`src/rtl/midt_pkg.sv`:
```
package midt_pkg;

    localparam int MaxChannels = 16;
    localparam int ChW         = 4;
    localparam int LimitW      = 7;
    localparam int ChCountW    = 5;
    localparam int CntW        = 8;

    typedef enum logic {
        CfgStableCount  = 1'b0,
        CfgChannelCount = 1'b1
    } t_cfg_idx;

    // one sample after classification
    typedef struct packed {
        logic [MaxChannels-1:0] high;  // level taken as high (failed read counts low)
        logic [MaxChannels-1:0] upd;   // enabled and read ok
        logic [MaxChannels-1:0] en;    // enabled channels
    } t_item;

    typedef struct packed {
        logic                   is_change;
        logic [ChW-1:0]         channel;
        logic                   new_level;
        logic [MaxChannels-1:0] confirmed;
        logic [MaxChannels-1:0] valid_ch;
        logic                   last;
    } t_result;

endpackage

```
`src/rtl/midt_front.sv`:
```
module midt_front (
    input  logic                           i_clk,
    input  logic                           i_rst_n,
    input  logic                           i_tvalid,
    output logic                           o_tready,
    input  logic [midt_pkg::MaxChannels-1:0] i_raw,
    input  logic [midt_pkg::MaxChannels-1:0] i_fail,
    input  logic [midt_pkg::MaxChannels-1:0] i_en_mask,
    output logic                           o_item_valid,
    output midt_pkg::t_item                o_item,
    input  logic                           i_item_pop
);

    logic [1:0]      r_fill;
    logic            r_wp;
    logic            r_rp;
    midt_pkg::t_item r_q [2];
    midt_pkg::t_item w_item;
    logic            w_push;
    logic            w_pop;

    always_comb begin
        w_item.high = i_raw & ~i_fail;
        w_item.upd  = i_en_mask & ~i_fail;
        w_item.en   = i_en_mask;
    end

    assign o_tready     = (r_fill != 2'd2);
    assign w_push       = i_tvalid && o_tready;
    assign o_item_valid = (r_fill != 2'd0);
    assign w_pop        = i_item_pop && o_item_valid;
    assign o_item       = r_q[r_rp];

    always_ff @(posedge i_clk) begin
        if (!i_rst_n) begin
            r_fill <= 2'd0;
            r_wp   <= 1'b0;
            r_rp   <= 1'b0;
        end else begin
            if (w_push) begin
                r_wp <= ~r_wp;
            end
            if (w_pop) begin
                r_rp <= ~r_rp;
            end
            case ({w_push, w_pop})
                2'b10:   r_fill <= r_fill + 2'd1;
                2'b01:   r_fill <= r_fill - 2'd1;
                default: r_fill <= r_fill;
            endcase
        end
    end

    always_ff @(posedge i_clk) begin
        if (w_push) begin
            r_q[r_wp] <= w_item;
        end
    end

endmodule

```
`src/rtl/midt_engine.sv`:
```
module midt_engine (
    input  logic                             i_clk,
    input  logic                             i_rst_n,
    input  logic [midt_pkg::LimitW-1:0]      i_stable_count,
    input  logic                             i_item_valid,
    input  midt_pkg::t_item                  i_item,
    output logic                             o_item_pop,
    output logic                             o_res_valid,
    output midt_pkg::t_result                o_res,
    input  logic                             i_res_ready
);

    typedef enum logic [1:0] {
        ST_IDLE,
        ST_SCAN,
        ST_STATUS
    } t_state;

    t_state                              r_state;
    logic [midt_pkg::ChW-1:0]            r_ch;
    midt_pkg::t_item                     r_item;
    logic                                r_seed_pass;
    logic                                r_seeded;
    logic [midt_pkg::CntW-1:0]           r_cnt [midt_pkg::MaxChannels];
    logic [midt_pkg::MaxChannels-1:0]    r_conf;
    logic [midt_pkg::MaxChannels-1:0]    r_valid;
    logic                                r_out_valid;
    midt_pkg::t_result                   r_out;

    logic                                w_slot_free;
    logic                                w_emit;
    logic [midt_pkg::CntW-1:0]           w_lim;
    logic [midt_pkg::CntW-1:0]           w_neg;
    logic [midt_pkg::CntW-1:0]           w_c;
    logic [midt_pkg::CntW-1:0]           n_c;
    logic                                w_hi;
    logic                                w_at_hi;
    logic                                w_at_lo;
    logic                                w_flip;
    logic [midt_pkg::MaxChannels-1:0]    w_conf_upd;
    logic [midt_pkg::MaxChannels-1:0]    w_valid_upd;

    assign w_slot_free = !r_out_valid || i_res_ready;
    assign o_res_valid = r_out_valid;
    assign o_res       = r_out;
    assign o_item_pop  = i_item_valid
                      && ((r_state == ST_IDLE) || ((r_state == ST_STATUS) && w_slot_free));
    // a result is loaded on a change event during a normal pass, or on the status slot
    assign w_emit      = w_slot_free
                      && (((r_state == ST_SCAN) && !r_seed_pass && w_flip)
                          || (r_state == ST_STATUS));

    always_comb begin
        // a limit of zero behaves as one
        w_lim = {1'b0, (i_stable_count == '0) ? midt_pkg::LimitW'(1) : i_stable_count};
        w_neg = -w_lim;
        w_c   = r_cnt[r_ch];
        w_hi  = r_item.high[r_ch];
        if (w_hi) begin
            n_c = ($signed(w_c) < $signed(w_lim)) ? w_c + 1'b1 : w_c;
        end else begin
            n_c = ($signed(w_c) > $signed(w_neg)) ? w_c - 1'b1 : w_c;
        end
        // a counter left beyond a lowered limit still counts as at that end
        w_at_hi = ($signed(n_c) >= $signed(w_lim));
        w_at_lo = ($signed(n_c) <= $signed(w_neg));
        w_flip  = r_item.upd[r_ch] && (w_at_hi || w_at_lo) && (w_at_hi != r_conf[r_ch]);
        w_conf_upd         = r_conf;
        w_conf_upd[r_ch]   = w_at_hi;
        w_valid_upd        = r_valid;
        w_valid_upd[r_ch]  = 1'b1;
    end

    always_ff @(posedge i_clk) begin
        if (!i_rst_n) begin
            r_state     <= ST_IDLE;
            r_ch        <= '0;
            r_seed_pass <= 1'b0;
            r_seeded    <= 1'b0;
            r_conf      <= '0;
            r_valid     <= '0;
            r_out_valid <= 1'b0;
            for (int i = 0; i < midt_pkg::MaxChannels; i++) begin
                r_cnt[i] <= '0;
            end
        end else begin
            if (w_emit) begin
                r_out_valid <= 1'b1;
            end else if (i_res_ready) begin
                r_out_valid <= 1'b0;
            end
            case (r_state)
                ST_IDLE: begin
                    if (i_item_valid) begin
                        r_item      <= i_item;
                        r_seed_pass <= !r_seeded;
                        r_seeded    <= 1'b1;
                        r_ch        <= '0;
                        r_state     <= ST_SCAN;
                    end
                end
                ST_SCAN: begin
                    if (w_slot_free) begin
                        if (r_seed_pass) begin
                            if (r_item.en[r_ch]) begin
                                r_cnt[r_ch]   <= w_hi ? w_lim : w_neg;
                                r_conf[r_ch]  <= w_hi;
                                r_valid[r_ch] <= 1'b1;
                            end
                        end else if (r_item.upd[r_ch]) begin
                            r_cnt[r_ch] <= n_c;
                            if (w_flip) begin
                                r_conf            <= w_conf_upd;
                                r_valid           <= w_valid_upd;
                                r_out.is_change   <= 1'b1;
                                r_out.channel     <= r_ch;
                                r_out.new_level   <= w_at_hi;
                                r_out.confirmed   <= w_conf_upd;
                                r_out.valid_ch    <= w_valid_upd;
                                r_out.last        <= 1'b0;
                            end
                        end
                        if (r_ch == midt_pkg::ChW'(midt_pkg::MaxChannels - 1)) begin
                            r_state <= ST_STATUS;
                        end
                        r_ch <= r_ch + 1'b1;
                    end
                end
                ST_STATUS: begin
                    if (w_slot_free) begin
                        r_out.is_change <= 1'b0;
                        r_out.channel   <= '0;
                        r_out.new_level <= 1'b0;
                        r_out.confirmed <= r_conf;
                        r_out.valid_ch  <= r_valid;
                        r_out.last      <= 1'b1;
                        if (i_item_valid) begin
                            r_item      <= i_item;
                            r_seed_pass <= !r_seeded;
                            r_seeded    <= 1'b1;
                            r_ch        <= '0;
                            r_state     <= ST_SCAN;
                        end else begin
                            r_state <= ST_IDLE;
                        end
                    end
                end
                default: r_state <= ST_IDLE;
            endcase
        end
    end

endmodule

```
`src/rtl/multichannel_input_debouncer_top.sv`:
```
// Stream  Dir  tvalid/tready  tdata fields (low bit up)                  tuser / tlast
// s_axis  in   per sample     raw_levels[15:0], read_failed[31:16]       -
// m_axis  out  per result     channel, new_level, confirmed, valid, pad  is_change / last
// cfg     in   i_cfg_we       idx 0 stable_count, idx 1 channel_count    -
//
// The engine walks all 16 channels, one per cycle while the output is free,
// then emits the status result and takes the next queued sample straight from
// the status state. A stalled output holds the walk at the current channel.
// A two-entry sample queue takes samples while the walk runs; tready drops when full.
// Synchronous active-low reset clears counters, levels, valid mask and the
// seeding flag; config resets to stable_count 4, channel_count 16.
module multichannel_input_debouncer_top (
    input  logic                              i_clk,
    input  logic                              i_rst_n,
    input  logic                              s_axis_tvalid,
    output logic                              s_axis_tready,
    input  logic [31:0]                       s_axis_tdata,   // raw_levels, read_failed
    output logic                              m_axis_tvalid,
    input  logic                              m_axis_tready,
    output logic [39:0]                       m_axis_tdata,   // channel, new_level,
                                                              // confirmed_levels, valid_channels,
                                                              // zero pad
    output logic                              m_axis_tuser,   // is_change
    output logic                              m_axis_tlast,   // last
    input  logic                              i_cfg_we,
    input  logic                              i_cfg_idx,
    input  logic [midt_pkg::LimitW-1:0]       i_cfg_data
);

    logic [midt_pkg::LimitW-1:0]      r_stable_count;
    logic [midt_pkg::ChCountW-1:0]    r_channel_count;
    logic [midt_pkg::MaxChannels-1:0] w_en_mask;
    logic                             w_item_valid;
    midt_pkg::t_item                  w_item;
    logic                             w_item_pop;
    midt_pkg::t_result                w_res;

    always_ff @(posedge i_clk) begin
        if (!i_rst_n) begin
            r_stable_count  <= midt_pkg::LimitW'(4);
            r_channel_count <= midt_pkg::ChCountW'(midt_pkg::MaxChannels);
        end else if (i_cfg_we) begin
            case (midt_pkg::t_cfg_idx'(i_cfg_idx))
                midt_pkg::CfgStableCount:  r_stable_count  <= i_cfg_data;
                midt_pkg::CfgChannelCount: r_channel_count <= i_cfg_data[midt_pkg::ChCountW-1:0];
                default: ;
            endcase
        end
    end

    // stored counts above the channel total enable every channel; a written count keeps its low five bits
    always_comb begin
        for (int i = 0; i < midt_pkg::MaxChannels; i++) begin
            w_en_mask[i] = (midt_pkg::ChCountW'(i) < r_channel_count);
        end
    end

    midt_front u_front (
        .i_clk        (i_clk),
        .i_rst_n      (i_rst_n),
        .i_tvalid     (s_axis_tvalid),
        .o_tready     (s_axis_tready),
        .i_raw        (s_axis_tdata[15:0]),
        .i_fail       (s_axis_tdata[31:16]),
        .i_en_mask    (w_en_mask),
        .o_item_valid (w_item_valid),
        .o_item       (w_item),
        .i_item_pop   (w_item_pop)
    );

    midt_engine u_engine (
        .i_clk          (i_clk),
        .i_rst_n        (i_rst_n),
        .i_stable_count (r_stable_count),
        .i_item_valid   (w_item_valid),
        .i_item         (w_item),
        .o_item_pop     (w_item_pop),
        .o_res_valid    (m_axis_tvalid),
        .o_res          (w_res),
        .i_res_ready    (m_axis_tready)
    );

    assign m_axis_tdata = {3'b000, w_res.valid_ch, w_res.confirmed, w_res.new_level, w_res.channel};
    assign m_axis_tuser = w_res.is_change;
    assign m_axis_tlast = w_res.last;

endmodule

```
`config.mk`:
```
export PLATFORM = sky130hd
export DESIGN_NAME = multichannel_input_debouncer_top
export DESIGN_NICKNAME = d
export VERILOG_FILES = /design/src/rtl/midt_pkg.sv /design/src/rtl/midt_front.sv /design/src/rtl/midt_engine.sv /design/src/rtl/multichannel_input_debouncer_top.sv
export SDC_FILE = /design/constraint.sdc
export NUM_CORES = 1
export LEC_CHECK = 0
export ABC_CLOCK_PERIOD_IN_PS = 10300
export BUFFER_PORTS_ARGS = -buffer_cell sky130_fd_sc_hd__clkbuf_2
export CAP_MARGIN = 20
export CORE_AREA = 2 2 189 191
export CTS_BUF_LIST = sky130_fd_sc_hd__clkbuf_4
export DETAILED_ROUTE_END_ITERATION = 16
export DIE_AREA = 0 0 191 193
export PLACE_DENSITY = 0.74
export SYNTH_ARGS = -nofsm -noshare
export SYNTH_HDL_FRONTEND = slang
export SYNTH_SLANG_ARGS = --single-unit
export TNS_END_PERCENT = 50
```
`constraint.sdc`:
```
create_clock -name i_clk -period 10.3 [get_ports i_clk]
set_clock_uncertainty 0.1 [all_clocks]
set_input_delay 1.545 -clock i_clk [delete_from_list [all_inputs] [get_ports i_clk]]
set_output_delay 1.545 -clock i_clk [all_outputs]
set_load 0.01 [all_outputs]
```
Word-level counts from Yosys, hierarchy flattened

Memories as Yosys holds them, arrays and structs flattened. A register that Yosys moved wholly into a read port is not among the register bits.
Cells that the tools add are included.

Flip-flop bits (word level): 144
Memories: 2
Memory bits (writable): 224

Memory list:

| name           | depth | bits a word | rd ports | clocked after Yosys merged registers in | write ports | RTL line          | source |
|---|---|---|---|---|---|---|---|
| u_engine.r_cnt | 16    | 8           | 1        | 1                                       | 16          | midt_engine.sv:24 | `logic [midt_pkg::CntW-1:0] r_cnt [midt_pkg::MaxChannels];` |
| u_front.r_q    | 2     | 48          | 1        | 1                                       | 1           | midt_front.sv:17  | `midt_pkg::t_item r_q [2];` |

$add $sub $neg: 6
Equal/unequal tests: 15
$lt $le $gt $ge: 22
Mux-type cells: 76
Bitwise operators: 8
Reductions and logical operators: 36

Operator list:

| operator                                                  | count |
|---|---|
| two-way mux 39 bit                                        | 5 |
| two-way mux 16 bit                                        | 8 |
| two-way mux 48 bit                                        | 2 |
| case mux 48 bit (2 select lines)                          | 1 |
| case mux 39 bit (2 select lines)                          | 1 |
| two-way mux 8 bit                                         | 6 |
| less-than comparator 4 x 5 -> 1 bit, first input constant | 8 |
| bitwise AND 16 bit                                        | 2 |
| bitwise mux 16 bit                                        | 2 |
| two-way mux 1 bit                                         | 30 |
| two-way mux 4 bit                                         | 6 |
| less-than comparator 3 x 5 -> 1 bit, first input constant | 4 |
| binary-select mux 1 bit (select 4 bit)                    | 4 |
| inverter 16 bit                                           | 1 |
| OR 16 bit                                                 | 1 |
| nonzero test 2 bit                                        | 7 |
| case mux 4 bit (3 select lines)                           | 1 |
| logical AND 1 bit                                         | 10 |
| less-than comparator 1 x 5 -> 1 bit, first input constant | 2 |
| less-than comparator 2 x 5 -> 1 bit, first input constant | 2 |
| inequality test 2 bit, second input constant              | 5 |
| adder 8 x 1 -> 8 bit, second input constant               | 1 |
| greater-or-equal comparator 8 bit                         | 1 |
| greater-than comparator 8 bit                             | 1 |
| 33 further kinds                                          | 52 |

Depth between registers and ports, before layout

Gate-level depths: netlist of run 1.

Depth after elaboration: 15
Gate-level depth with buffers: 30
Gate-level depth less buffers: 27

Cells and area by module

From an unflattened synthesis of run 1, not the netlist that was laid out.

Cells, all modules: 1280
Area, all modules: 17021.3 um^2

Modules (own cells, without submodules):

| module                           | instances | cells each | area each (um^2) |
|---|---|---|---|
| midt_engine                      | 1         | 993        | 12505.7 |
| midt_front                       | 1         | 205        | 3888.7 |
| multichannel_input_debouncer_top | 1         | 82         | 626.9 |

Worst setup path after synthesis of run 1

Ideal clock, no wire load.

Kind: flip-flop to flip-flop
Start point: register with a tool-made name
End point: register u_engine.r_out, in the netlist u_engine.o_res[0], enable pin
Arrival time: 7020 ps
Path buffers: 5
Period minus slack after synthesis: 7617 ps
Cell stages (with the launch flop): 30
Path slack: 2683 ps
Cells stage by stage: dfxtp_1 buf_6 buf_8 buf_6 mux4_2 a22oi_1 nand2_1 ha_1 nand3_1 or2_2 o21a_1 a21oi_1 a211o_1 a21boi_1 nor2_1 xnor2_1 ha_1 nand2b_1 a21o_1 a21o_1 a211oi_1 o31a_1 nor2_1 a21oi_1 and3_1 o311a_1 buf_6 buf_4 a21oi_1 o32ai_1

RTL lines:

| item          | RTL line          | source |
|---|---|---|
| end, declared | midt_engine.sv:28 | `midt_pkg::t_result r_out;` |

==> results of run 1 <==
-- state kept, by name, summed over array words and instances (netlist names), named ones only --
name and cells:
r_stable_count 7, r_channel_count 5, u_engine.r_ch 4, u_front.r_wp 1, u_engine.r_seed_pass 1, u_front.r_fill 2
u_engine.r_cnt 128, u_engine.o_res_valid 1, u_engine.r_seeded 1, u_engine.r_conf 16, u_engine.o_res 39, u_front.r_rp 1
u_front.r_q 96, u_engine.r_valid 16, u_engine.r_state 2, u_engine.r_item 48
-- cells in the mapped netlist (19+ instances only) --
library cell / count
ha_1: 32
nor2_1: 208
o31ai_1: 35
clkbuf_1: 50
mux2i_1: 26
a31oi_1: 19
inv_1: 39
mux4_2: 54
a21oi_1: 63
mux2_2: 48
nor2b_1: 31
nand2_1: 120
nand3_1: 34
o21ai_0: 62
edfxtp_1: 311
dfxtp_1: 62
-- worst max-delay path, stage by stage (launching register included) --
cell,delay [ps]
dfxtp_1,1030
mux4_2,380
mux2i_1,90
mux2i_1,730
ha_1,360
nand2_1,70
or2_2,120
o21a_1,130
a21oi_1,80
a211o_1,350
a21boi_1,380
nor2_1,120
xnor2_1,230
ha_1,280
nand2b_1,150
a21o_1,180
a21o_1,170
a211oi_1,260
o31a_1,290
nor2_1,70
a21oi_1,160
and3_1,180
o311a_1,700
a21oi_1,230
o32ai_4,130
buf_4,470
-- layout by cell type, fill, tap and decap left out, types with 48 or more instances in the layout --
cell type / n
a21oi_1: 63
clkbuf_2: 85
clkbuf_4: 131
dfxtp_1: 61
edfxtp_1: 311
mux2_2: 48
mux4_2: 54
nand2_1: 120
nor2_1: 207
o21ai_0: 62
-- area by class of cell --
class | instances | area (um^2)
fill | 2895 | 15640
multi-input combinational | 872 | 6213
tap | 461 | 576.8
clock buffer | 131 | 983.4
inverter | 43 | 161.4
antenna | 2 | 5.005
sequential | 373 | 10580
timing repair buffer | 109 | 629.4
clock inverter | 26 | 176.4
-- worst min path at each step --
| stage | start | endpoint | slack, ps |
|---|---|---|---|
| CTS | u_engine.r_seeded$_SDFFE_PN0P_ | u_engine.r_seed_pass$_SDFFE_PN0P_ | 340 |
| detailed placement | u_engine.r_seeded$_SDFFE_PN0P_ | u_engine.r_seed_pass$_SDFFE_PN0P_ | 330 |
| global placement | u_engine.r_seeded$_SDFFE_PN0P_ | u_engine.r_seed_pass$_SDFFE_PN0P_ | 320 |
| floorplan | u_engine.r_seeded$_SDFFE_PN0P_ | u_engine.r_seed_pass$_SDFFE_PN0P_ | 310 |
| finish | u_engine.r_seeded$_SDFFE_PN0P_ | u_engine.r_seed_pass$_SDFFE_PN0P_ | 350 |
| global route | u_engine.r_seeded$_SDFFE_PN0P_ | u_engine.r_seed_pass$_SDFFE_PN0P_ | 350 |
-- where the power goes --
part	leakage, uW	switching, uW	internal (uW)
logic	0.00258	737	442
registers	0.00350	84.9	1830
clock network	0.000687	573	656
total	0.00676	1400	2920
-- per-layer routing --
metal | wire (um) | part of all wire | up-vias | track usage
met2 | 21130 | 0.50 | 599 | 0.3919
met4 | 1395 | 0.033 | 0 | 0.1029
met3 | 3314 | 0.079 | 105 | 0.04543
li1 | - | - | 5371 | -
met5 | 0 | 0 | - | 0
met1 | 16340 | 0.39 | 5838 | 0.2952
-- metrics by stage --
stage	util	cell area (um^2)	setup WS, ps	hold WS, ps
detailed placement	0.5191	18150	2561	329.5
finish	0.5528	19330	2422	346.0
floorplan	-	17300	2683	314.3
global placement	0.5181	18120	2859	320.5
global route	0.5528	19330	1902	351.8
CTS	0.5523	19310	2451	337.9
-- cell families after synthesis --
| kind of cell | after synthesis |
|---|---|
| XOR/XNOR | 17 |
| multiplexers | 128 |
| AO/OA/AOI/OAI | 253 |
| buffers and inverters | 121 |
| adder cells (fa/ha/maj) | 32 |
| other | 1 |
| AND/OR/NAND/NOR | 437 |
| flip-flops | 373 |
==> metrics.yaml, run 1 <==
yosys.area.top_type: "edfxtp_1"
syn_avg_cell_area_um2: 12.69
ir_drop_v: 0.0001800
synth.distinct_cells: 68
grt_usage: 0.2331
synth-simple-area-share: 0.1097
worstSetupEndpointType: "flip-flop"
grt_pass1_wl_mm: 65.65
num_vias: 11913
synthesis.area_um2: 17280
seq_area_frac_synth: 0.6122
die-area_um2: 36860
crit_path_end: "u_engine.o_res[34]$_SDFFCE_PP0P_"
relSlewSlack: 0.2577
rr_endpoint: "u_engine.o_res[34]$_SDFFCE_PP0P_"
status: "complete, no violations"
core_area_um2: 34960
die_h_um: 193
synthAdderAreaFrac: 0.02317
area_delta_synth_final_pct: 11.84
startpoint_type: "flip-flop"
synth_seq_cells: 373
clock-root-buffer: "clkbuf_4"
grt-ovfl-total: 0
yosys_warnings: 0
critical_path_peak_fanout: 39
min_period_over_period: 0.7648
antenna_found_initial: 1
rrSetupSlack_ps: 2420
holdPathStages: 1
async_reset_ff_frac: 0
drtIter0Drc: 1269
io_pins: 89
path_class: "reg2reg"
rsz0062_at_grt: "false"
place.gp.congestion: 0.9009
synthMuxAreaShare: 0.1167
synth-compound-area-share: 0.09818
setup_tns_ps: 0
cts_setup_buffers: 0
insertion_delay_ps: 760
finalSetupViolCount: 0
cts.sinks: 373
cts_resized: 0
h-tree-depth: 3
drv_cap: 0
drv_slew: 0
tightestPinTransition_ps: 1113
worstPathRequired_ps: 10550
viasPerCell: 5.906
power.total_uw: 4319
period_minus_slack_ps: 7878
hpwl_mm: 28.45
clockBufferDepth: 3
power.density_nw_per_um2: 223.5
yosys.area.top_type_share: 0.5404
dpl.cell_count: 1857
die_x_um: 191
drt_wl_total_mm: 42.19
finalNonFillerCells: 2017
synth_flop_cell: "edfxtp_1"
synth_cells: 1362
grt_max_degree: 55
drive_gt1_frac: 0.2458
port-buffer-count: 85
grt_pass1_vias: 12052
synth_top_family_by_area: "multiplexers"
synth-xor-area-share: 0.008616
clk_pin_slew_ps: 70
leakagePower_uw: 0.006761
tritoncts: "yes"
numCtsBuffers: 91
fp-row-count: 69
start_util: 0.4943
drcViolationCount: 0
fmax_ghz: 0.1269
post_drt_wl_per_cell_um: 20.92
critPathArrivalTime_ps: 8130
synth_edf_count: 311
ant_nets: 0
hold_viol_final: 0
ctsHoldBuffers: 0
synth_area_leaders: "edfxtp_1 (54%), dfxtp_1 (7.2%), mux4_2 (7.0%), nor2_1 (4.5%), mux2_2 (3.1%)"
hp-class: "reg2reg"
reg2reg_depth: 25
drtPass1Iterations: 6
finalNetCount: 1567
No activity file was read; power rests on OpenSTA's default activity.
==> run 2: changes to the inputs <==
Settings changed: ABC_AREA from default to 1, ABC_CLOCK_PERIOD_IN_PS 10300 to 7900, CORE_AREA 2 2 189 191 to 2 2 191 193, DIE_AREA 0 0 191 193 to 0 0 193 195.
Clock period 10.3 ns to 7.9 ns, I/O delays scaled along.
==> run 2 against run 1 <==
  * Critical path depth up 9
  * Sequential power is 32% higher
  * Routed wire length is 1.3% lower
  * Clock power up 36%
  * Hold slack worse by 9.3 ps
  * Maximum frequency is 17% higher
  * Via count rose by 12%
  * Non-clock buffer count is 2 lower
  * Largest cell class unchanged
==> metrics.yaml, run 2 <==
synth-simple-area-share: 0.1819  # +0.07221
tritoncts: "yes"
synthesis.area_um2: 17610  # +1.9%
die-area_um2: 37640  # +2.1%
cpMaxStageDelayCell: "dfxtp_1"
top_regs: "u_engine.r_cnt: 128 flops, u_front.r_q: 96 flops, u_engine.r_item: 48 flops"
start_util: 0.4975  # +0.003234
port-buffer-count: 85  # unchanged
cts_resized: 0  # unchanged
synth_top_family_by_area: "simple AND/OR/NAND/NOR gates"
fp-row-count: 69  # unchanged
yosys.area.top_type: "edfxtp_1"
path_class: "reg2reg"
synth_seq_cells: 373  # unchanged
clock-root-buffer: "clkbuf_4"
ctsHoldBuffers: 0  # unchanged
finalNetCount: 1968  # +26%
seq_area_frac_synth: 0.6008  # -0.01140
clk_pin_slew_ps: 70  # about the same
die_h_um: 195  # +1.0%
synthMuxAreaShare: 0.03069  # -0.08602
tightestPinTransition_ps: 959.9  # -153.0 ps
setup_ws_ps: 1182  # -1241 ps
setup_tns_ps: 0  # unchanged
hp-class: "reg2reg"
mostFrequentLayoutCells: "nor2_1 (323), edfxtp_1 (311), nand2_1 (277)"
min_from: "u_engine.r_seeded$_SDFFE_PN0P_"
drive_gt1_frac: 0.1926  # -0.05325
status: "complete, no violations"
die_x_um: 193  # +1.0%
leakagePower_uw: 0.007632  # +13%
drtIter0Drc: 1374  # +8.3%
finalSetupViolCount: 0  # unchanged
synth.distinct_cells: 50  # -26%
period_minus_slack_ps: 6718  # -1159 ps
synth-compound-area-share: 0.09471  # -0.003462
place.gp.congestion: 0.8984  # -0.28%
final_common_cell: "nor2_1"
cts.sinks: 373  # unchanged
h-tree-depth: 3  # unchanged
placed_cell_area_um2: 18410  # +1.4%
synth.most_common_cell: "nor2_1"
async_reset_ff_frac: 0  # unchanged
clockPowerShare: 0.245  # -0.040
ir_drop_v: 0.0002374  # +32%
synth_edf_count: 311  # unchanged
grt_max_degree: 65  # +18%
grt_usage: 0.2239  # -0.009223
synth_cells: 1762  # +29%
cts_setup_buffers: 0  # unchanged
fmax_ghz: 0.1488  # +17%
critPathArrivalTime_ps: 7270  # -860 ps
drt_wl_total_mm: 41.64  # -1.3%
grt_pass1_vias: 12994  # +7.8%
area_delta_synth_final_pct: 11.67
numCtsBuffers: 94  # +3.3%
fillers: 3053  # +5.5%
hold_viol_final: 0  # unchanged
seq_power_share: 0.372  # -0.071
worstSetupEndpointType: "flip-flop"
insertion_delay_ps: 770  # about the same
relSlewSlack: 0.3601  # +0.1024
synth_flop_cell: "edfxtp_1"
p_int_uw: 4079  # +39%
core_area_um2: 35400  # +1.2%
power.density_nw_per_um2: 345.9  # +55%
drv_cap: 0  # unchanged
post-place-ws_ps: 1282  # -1280 ps
yosys.area.top_type_share: 0.5303  # -0.01006
final_area_um2: 19660  # +1.7%
top_register: "u_engine.r_cnt"
clockBufferDepth: 3  # unchanged
drv_slew: 0  # unchanged
ant_nets: 0  # unchanged
min_period_over_period: 0.8504  # +0.08561
grt_pass1_wl_mm: 66.16  # +0.78%
comb_power_share: 0.383  # +0.110
synth-xor-area-share: 0.004903  # -0.003713
yosys_warnings: 0  # unchanged
io_pins: 89  # unchanged
hpwl_mm: 27.13  # -4.6%
synth_area_leaders: "edfxtp_1 (53%), dfxtp_1 (7.0%), nor2_1 (7.0%), nand2_1 (5.9%), inv_1 (3.8%)"
rsz0062_at_grt: "false"
switching_power_uw: 2722  # +95%
synthTopCellsByCount: "nor2_1 (327), edfxtp_1 (311), nand2_1 (277)"
syn_avg_cell_area_um2: 9.994  # -21%
largest_reg_flops: 128  # unchanged
critical_path_peak_fanout: 48  # +23%
antenna_found_initial: 1  # unchanged
worstPathRequired_ps: 8450  # -2100 ps
num_vias: 13284  # +12%
synthAdderAreaFrac: 0.02274  # -0.0004313
grt-ovfl-total: 0  # unchanged
post_drt_wl_per_cell_um: 17.17  # -18%
max_stage_delay_ps: 720  # -310 ps
swShare: 0.4002  # +0.07723
startpoint_type: "flip-flop"
drcViolationCount: 0  # unchanged
drtPass1Iterations: 5  # -1
utilization: 0.5555  # +0.002768
viasPerCell: 5.478  # -7.3%
whs_ps: 336.7  # -9.321 ps
-- run 2: cell count changes in the layout (fill, tap and decap cells not counted), moves of 25 or more --
cell / previous run / this run
nand2_1: 120 / 277
inv_1: 39 / 177
nor2_1: 207 / 323
mux4_2: 54 / 0
o21ai_0: 62 / 115
nand3_1: 34 / 68
o31ai_1: 35 / 2
nor2b_1: 31 / 1
nand4_1: 4 / 30
mux2i_1: 25 / 0
-- run 2: stage by stage --
stage               total power [uW]  std cells
detailed placement              5139       2255
CTS                             6808       2423
floorplan                       4484       1766
global route                    7241       2425
finish                          6801       2425
global placement                5084       2255
-- run 2: critical path: cells and delay by family, from the launching register on --
family,cells,cell delay [ps]
simple gates,14,1880
flops,1,720
compound gates,12,2080
buf+inv,5,1100
fa+ha+maj,2,570
xor+xnor,1,100
-- run 2: metal layers --
metal / vias to the layer above / global-route usage / share of wire
li1: 6331 / - / -
met1: 6284 / 0.2977 / 0.42
met2: 580 / 0.3580 / 0.48
met3: 89 / 0.04439 / 0.075
met4: 0 / 0.09484 / 0.027
met5: - / 0 / 0
-- run 2: logic make-up (layout without fill, tap and decap cells) --
logic type / Yosys count / count (layout)
buffers and inverters: 264 / 461
multiplexers: 48 / 48
AND/OR/NAND/NOR: 753 / 753
other: 1 / 6
flip-flops: 373 / 373
adder cells (fa/ha/maj): 32 / 32
AO/OA/AOI/OAI: 282 / 282
XOR/XNOR: 9 / 9
-- run 2: path summary, 6_finish.rpt --
check                                           end  slack, ps  cells after the start
setup / recovery   u_engine.r_conf[12]$_SDFFE_PN0P_       1180                     34
hold / removal    u_engine.r_seed_pass$_SDFFE_PN0P_        340                      1
setup reg to reg   u_engine.r_conf[12]$_SDFFE_PN0P_       1180                     34
hold reg to reg   u_engine.r_seed_pass$_SDFFE_PN0P_        340                      1
-- run 2: final cells by class --
class	count	area, um^2	area share
sequential	373	10580	0.5382
multi-input combinational	1129	5966	0.3034
clock buffer	138	1036	0.05268
inverter	186	703.2	0.03576
timing repair buffer	107	590.6	0.03003
tap	461	576.8	0.02933
clock inverter	30	206.4	0.01050
antenna	1	2.502	0.0001273
-- run 2: power by group through the flow --
stage          Combinational (uW)  Sequential, uW  Clock, uW
3_3_place_gp                 2520            2560          0
3_5_place_dp                 2570            2570          0
6_report                     2600            2530       1670
5_1_grt                      2890            2550       1800
2_1_floorplan                1940            2540          0
4_1_cts                      2580            2530       1700
==> run 3: changes to the inputs <==
Settings changed: ABC_CLOCK_PERIOD_IN_PS 7900 to 6100, PLACE_DENSITY 0.74 to 0.76.
Clock period 7.9 ns to 6.1 ns, I/O delays scaled along.
==> run 3 against run 2 <==
  * Global-route usage rose by 0.38 points
  * Non-clock buffer count rose by 10
  * Highest routed layer unchanged
  * Sequential share of layout area fell by 0.19 points
  * Sequential cell count did not move
  * Utilization rose by 0.20 points
  * Critical endpoint is now u_engine.o_res[11]$_DFFE_PP_
==> metrics.yaml, run 3 (synthesized netlist as in run 2, its figures left out) <==
drive_gt1_frac: 0.1981  # +0.005503
place.gp.congestion: 0.8779  # -2.3%
clk_pin_slew_ps: 60  # about the same
rrSetupSlack_ps: 580  # -600 ps
period_minus_slack_ps: 5519  # -1199 ps
largest_reg_flops: 128  # unchanged
cpMaxStageDelayCell: "dfxtp_2"
drv_cap: 0  # unchanged
finalNetCount: 1977  # +0.46%
top_register: "u_engine.r_cnt"
core_area_um2: 35400  # unchanged
hp-class: "reg2reg"
setup_ws_ps: 580.7  # -601.0 ps
drcViolationCount: 0  # unchanged
grt_pass1_vias: 13272  # +2.1%
area_delta_synth_final_pct: 12.07
post_drt_wl_per_cell_um: 17.28  # +0.65%
post-place-ws_ps: 421.5  # -860.1 ps
placed_cell_area_um2: 18520  # +0.59%
top_regs: "u_engine.r_cnt: 128 flops, u_front.r_q: 96 flops, u_engine.r_item: 48 flops"
viasPerCell: 5.507  # +0.52%
rsz0062_at_grt: "false"
tritoncts: "yes"
port-buffer-count: 85  # unchanged
final_area_um2: 19740  # +0.36%
grt-ovfl-total: 0  # unchanged
fillers: 3047  # -0.20%
start_util: 0.4975  # unchanged
worstPathRequired_ps: 6410  # -2040 ps
die_h_um: 195  # unchanged
fmax_ghz: 0.1812  # +22%
power.density_nw_per_um2: 451.8  # +31%
clockBufferDepth: 3  # unchanged
tightestPinTransition_ps: 1008  # +48.09 ps
drt_wl_total_mm: 41.92  # +0.69%
ant_nets: 0  # unchanged
critPathArrivalTime_ps: 5830  # -1440 ps
startpoint_type: "flip-flop"
ir_drop_v: 0.0002926  # +23%
final_common_cell: "nor2_1"
drtPass1Iterations: 6  # +1
insertion_delay_ps: 760  # about the same
min_period_over_period: 0.9048  # +0.05439
cts.sinks: 373  # unchanged
status: "complete, no violations"
numCtsBuffers: 93  # -1.1%
relSlewSlack: 0.3280  # -0.03206
multi_input_area_um2: 5967  # about the same
drv_slew: 0  # unchanged
grt_max_degree: 65  # unchanged
antenna_found_initial: 1  # unchanged
clock-root-buffer: "clkbuf_4"
die_x_um: 193  # unchanged
hpwl_mm: 27.56  # +1.6%
max_stage_delay_ps: 470  # -250 ps
ctsHoldBuffers: 0  # unchanged
grt_usage: 0.2276  # +0.003757
fp-row-count: 69  # unchanged
path_class: "reg2reg"
finalSetupViolCount: 0  # unchanged
worstSetupEndpointType: "flip-flop"
whs_ps: 337.3  # +0.6330 ps
critical_path_peak_fanout: 59  # +23%
drtIter0Drc: 1426  # +3.8%
die-area_um2: 37640  # unchanged
setup_tns_ps: 0  # unchanged
mostFrequentLayoutCells: "nor2_1 (323), edfxtp_1 (311), nand2_1 (277)"
num_vias: 13359  # +0.56%
regArea_um2: 10580  # unchanged
hold_viol_final: 0  # unchanged
leakagePower_uw: 0.007680  # +0.63%
io_pins: 89  # unchanged
grt_pass1_wl_mm: 67.50  # +2.0%
h-tree-depth: 3  # unchanged
==> run 3: cell types whose count changed in the layout (fill, tap and decap cells not counted), moves of 2 or more <==
| cell | before | now |
|---|---|---|
| clkinv_2 | 5 | 1 |
| o21ai_1 | 17 | 19 |
| buf_12 | 0 | 3 |
| buf_4 | 22 | 29 |
| clkinv_1 | 21 | 11 |
| clkbuf_4 | 138 | 145 |
==> run 3: repair_timing <==
action                     in CTS  in global routing
setup endpoints to repair       0                 71
buffers inserted                0                  1
resized for setup               0                  6
==> run 3: critical path, delay by kind of cell, from the launching register on <==
family	cells	cell delay, ps
AO/OA/AOI/OAI	13	1960
adder cells (fa/ha/maj)	2	530
AND/OR/NAND/NOR	10	1220
flip-flops	1	470
XOR/XNOR	1	60
buffers and inverters	5	790
==> run 3: worst paths after layout <==
check,cells after the start,to,start
setup / recovery,31,u_engine.o_res[11]$_DFFE_PP_,flip-flop
hold / removal,1,u_engine.r_seed_pass$_SDFFE_PN0P_,u_engine.r_seeded$_SDFFE_PN0P_
setup reg to reg,31,u_engine.o_res[11]$_DFFE_PP_,flip-flop
hold reg to reg,1,u_engine.r_seed_pass$_SDFFE_PN0P_,u_engine.r_seeded$_SDFFE_PN0P_
==> run 3: cell type report <==
cell class / count / area share
clock inverters: 14 / 0.005389
inverters: 186 / 0.03588
repair buffers: 117 / 0.03563
diodes: 1 / 0.0001268
clock buffers: 145 / 0.05516
flip-flops and latches: 373 / 0.5362
multi-input cells: 1129 / 0.3024
well taps: 461 / 0.02923
==> run 3: stage by stage <==
step / util / instances / power, uW
after floorplan: - / 1766 / 5808
after global placement: 0.5232 / 2265 / 6703
after detailed placement: 0.5232 / 2265 / 6762
after CTS: 0.5570 / 2424 / 8895
after global routing: 0.5575 / 2426 / 9469
final: 0.5575 / 2426 / 8916
==> run 3: layer usage <==
| metal | vias up | part of all wire | track usage |
|---|---|---|---|
| met5 | - | 0 | 0 |
| met4 | 0 | 0.028 | 0.08474 |
| met3 | 109 | 0.075 | 0.04026 |
| met2 | 602 | 0.48 | 0.3677 |
| met1 | 6317 | 0.41 | 0.3077 |
| li1 | 6331 | - | - |
==> run 3: report_power, final <==
group / total, uW / internal [uW] / switching [uW] / leakage (uW)
combinational: 3540 / 1060 / 2470 / 0.00346
clock: 2120 / 1150 / 973 / 0.000722
sequential: 3250 / 3140 / 115 / 0.00350
total: 8920 / 5360 / 3560 / 0.00768
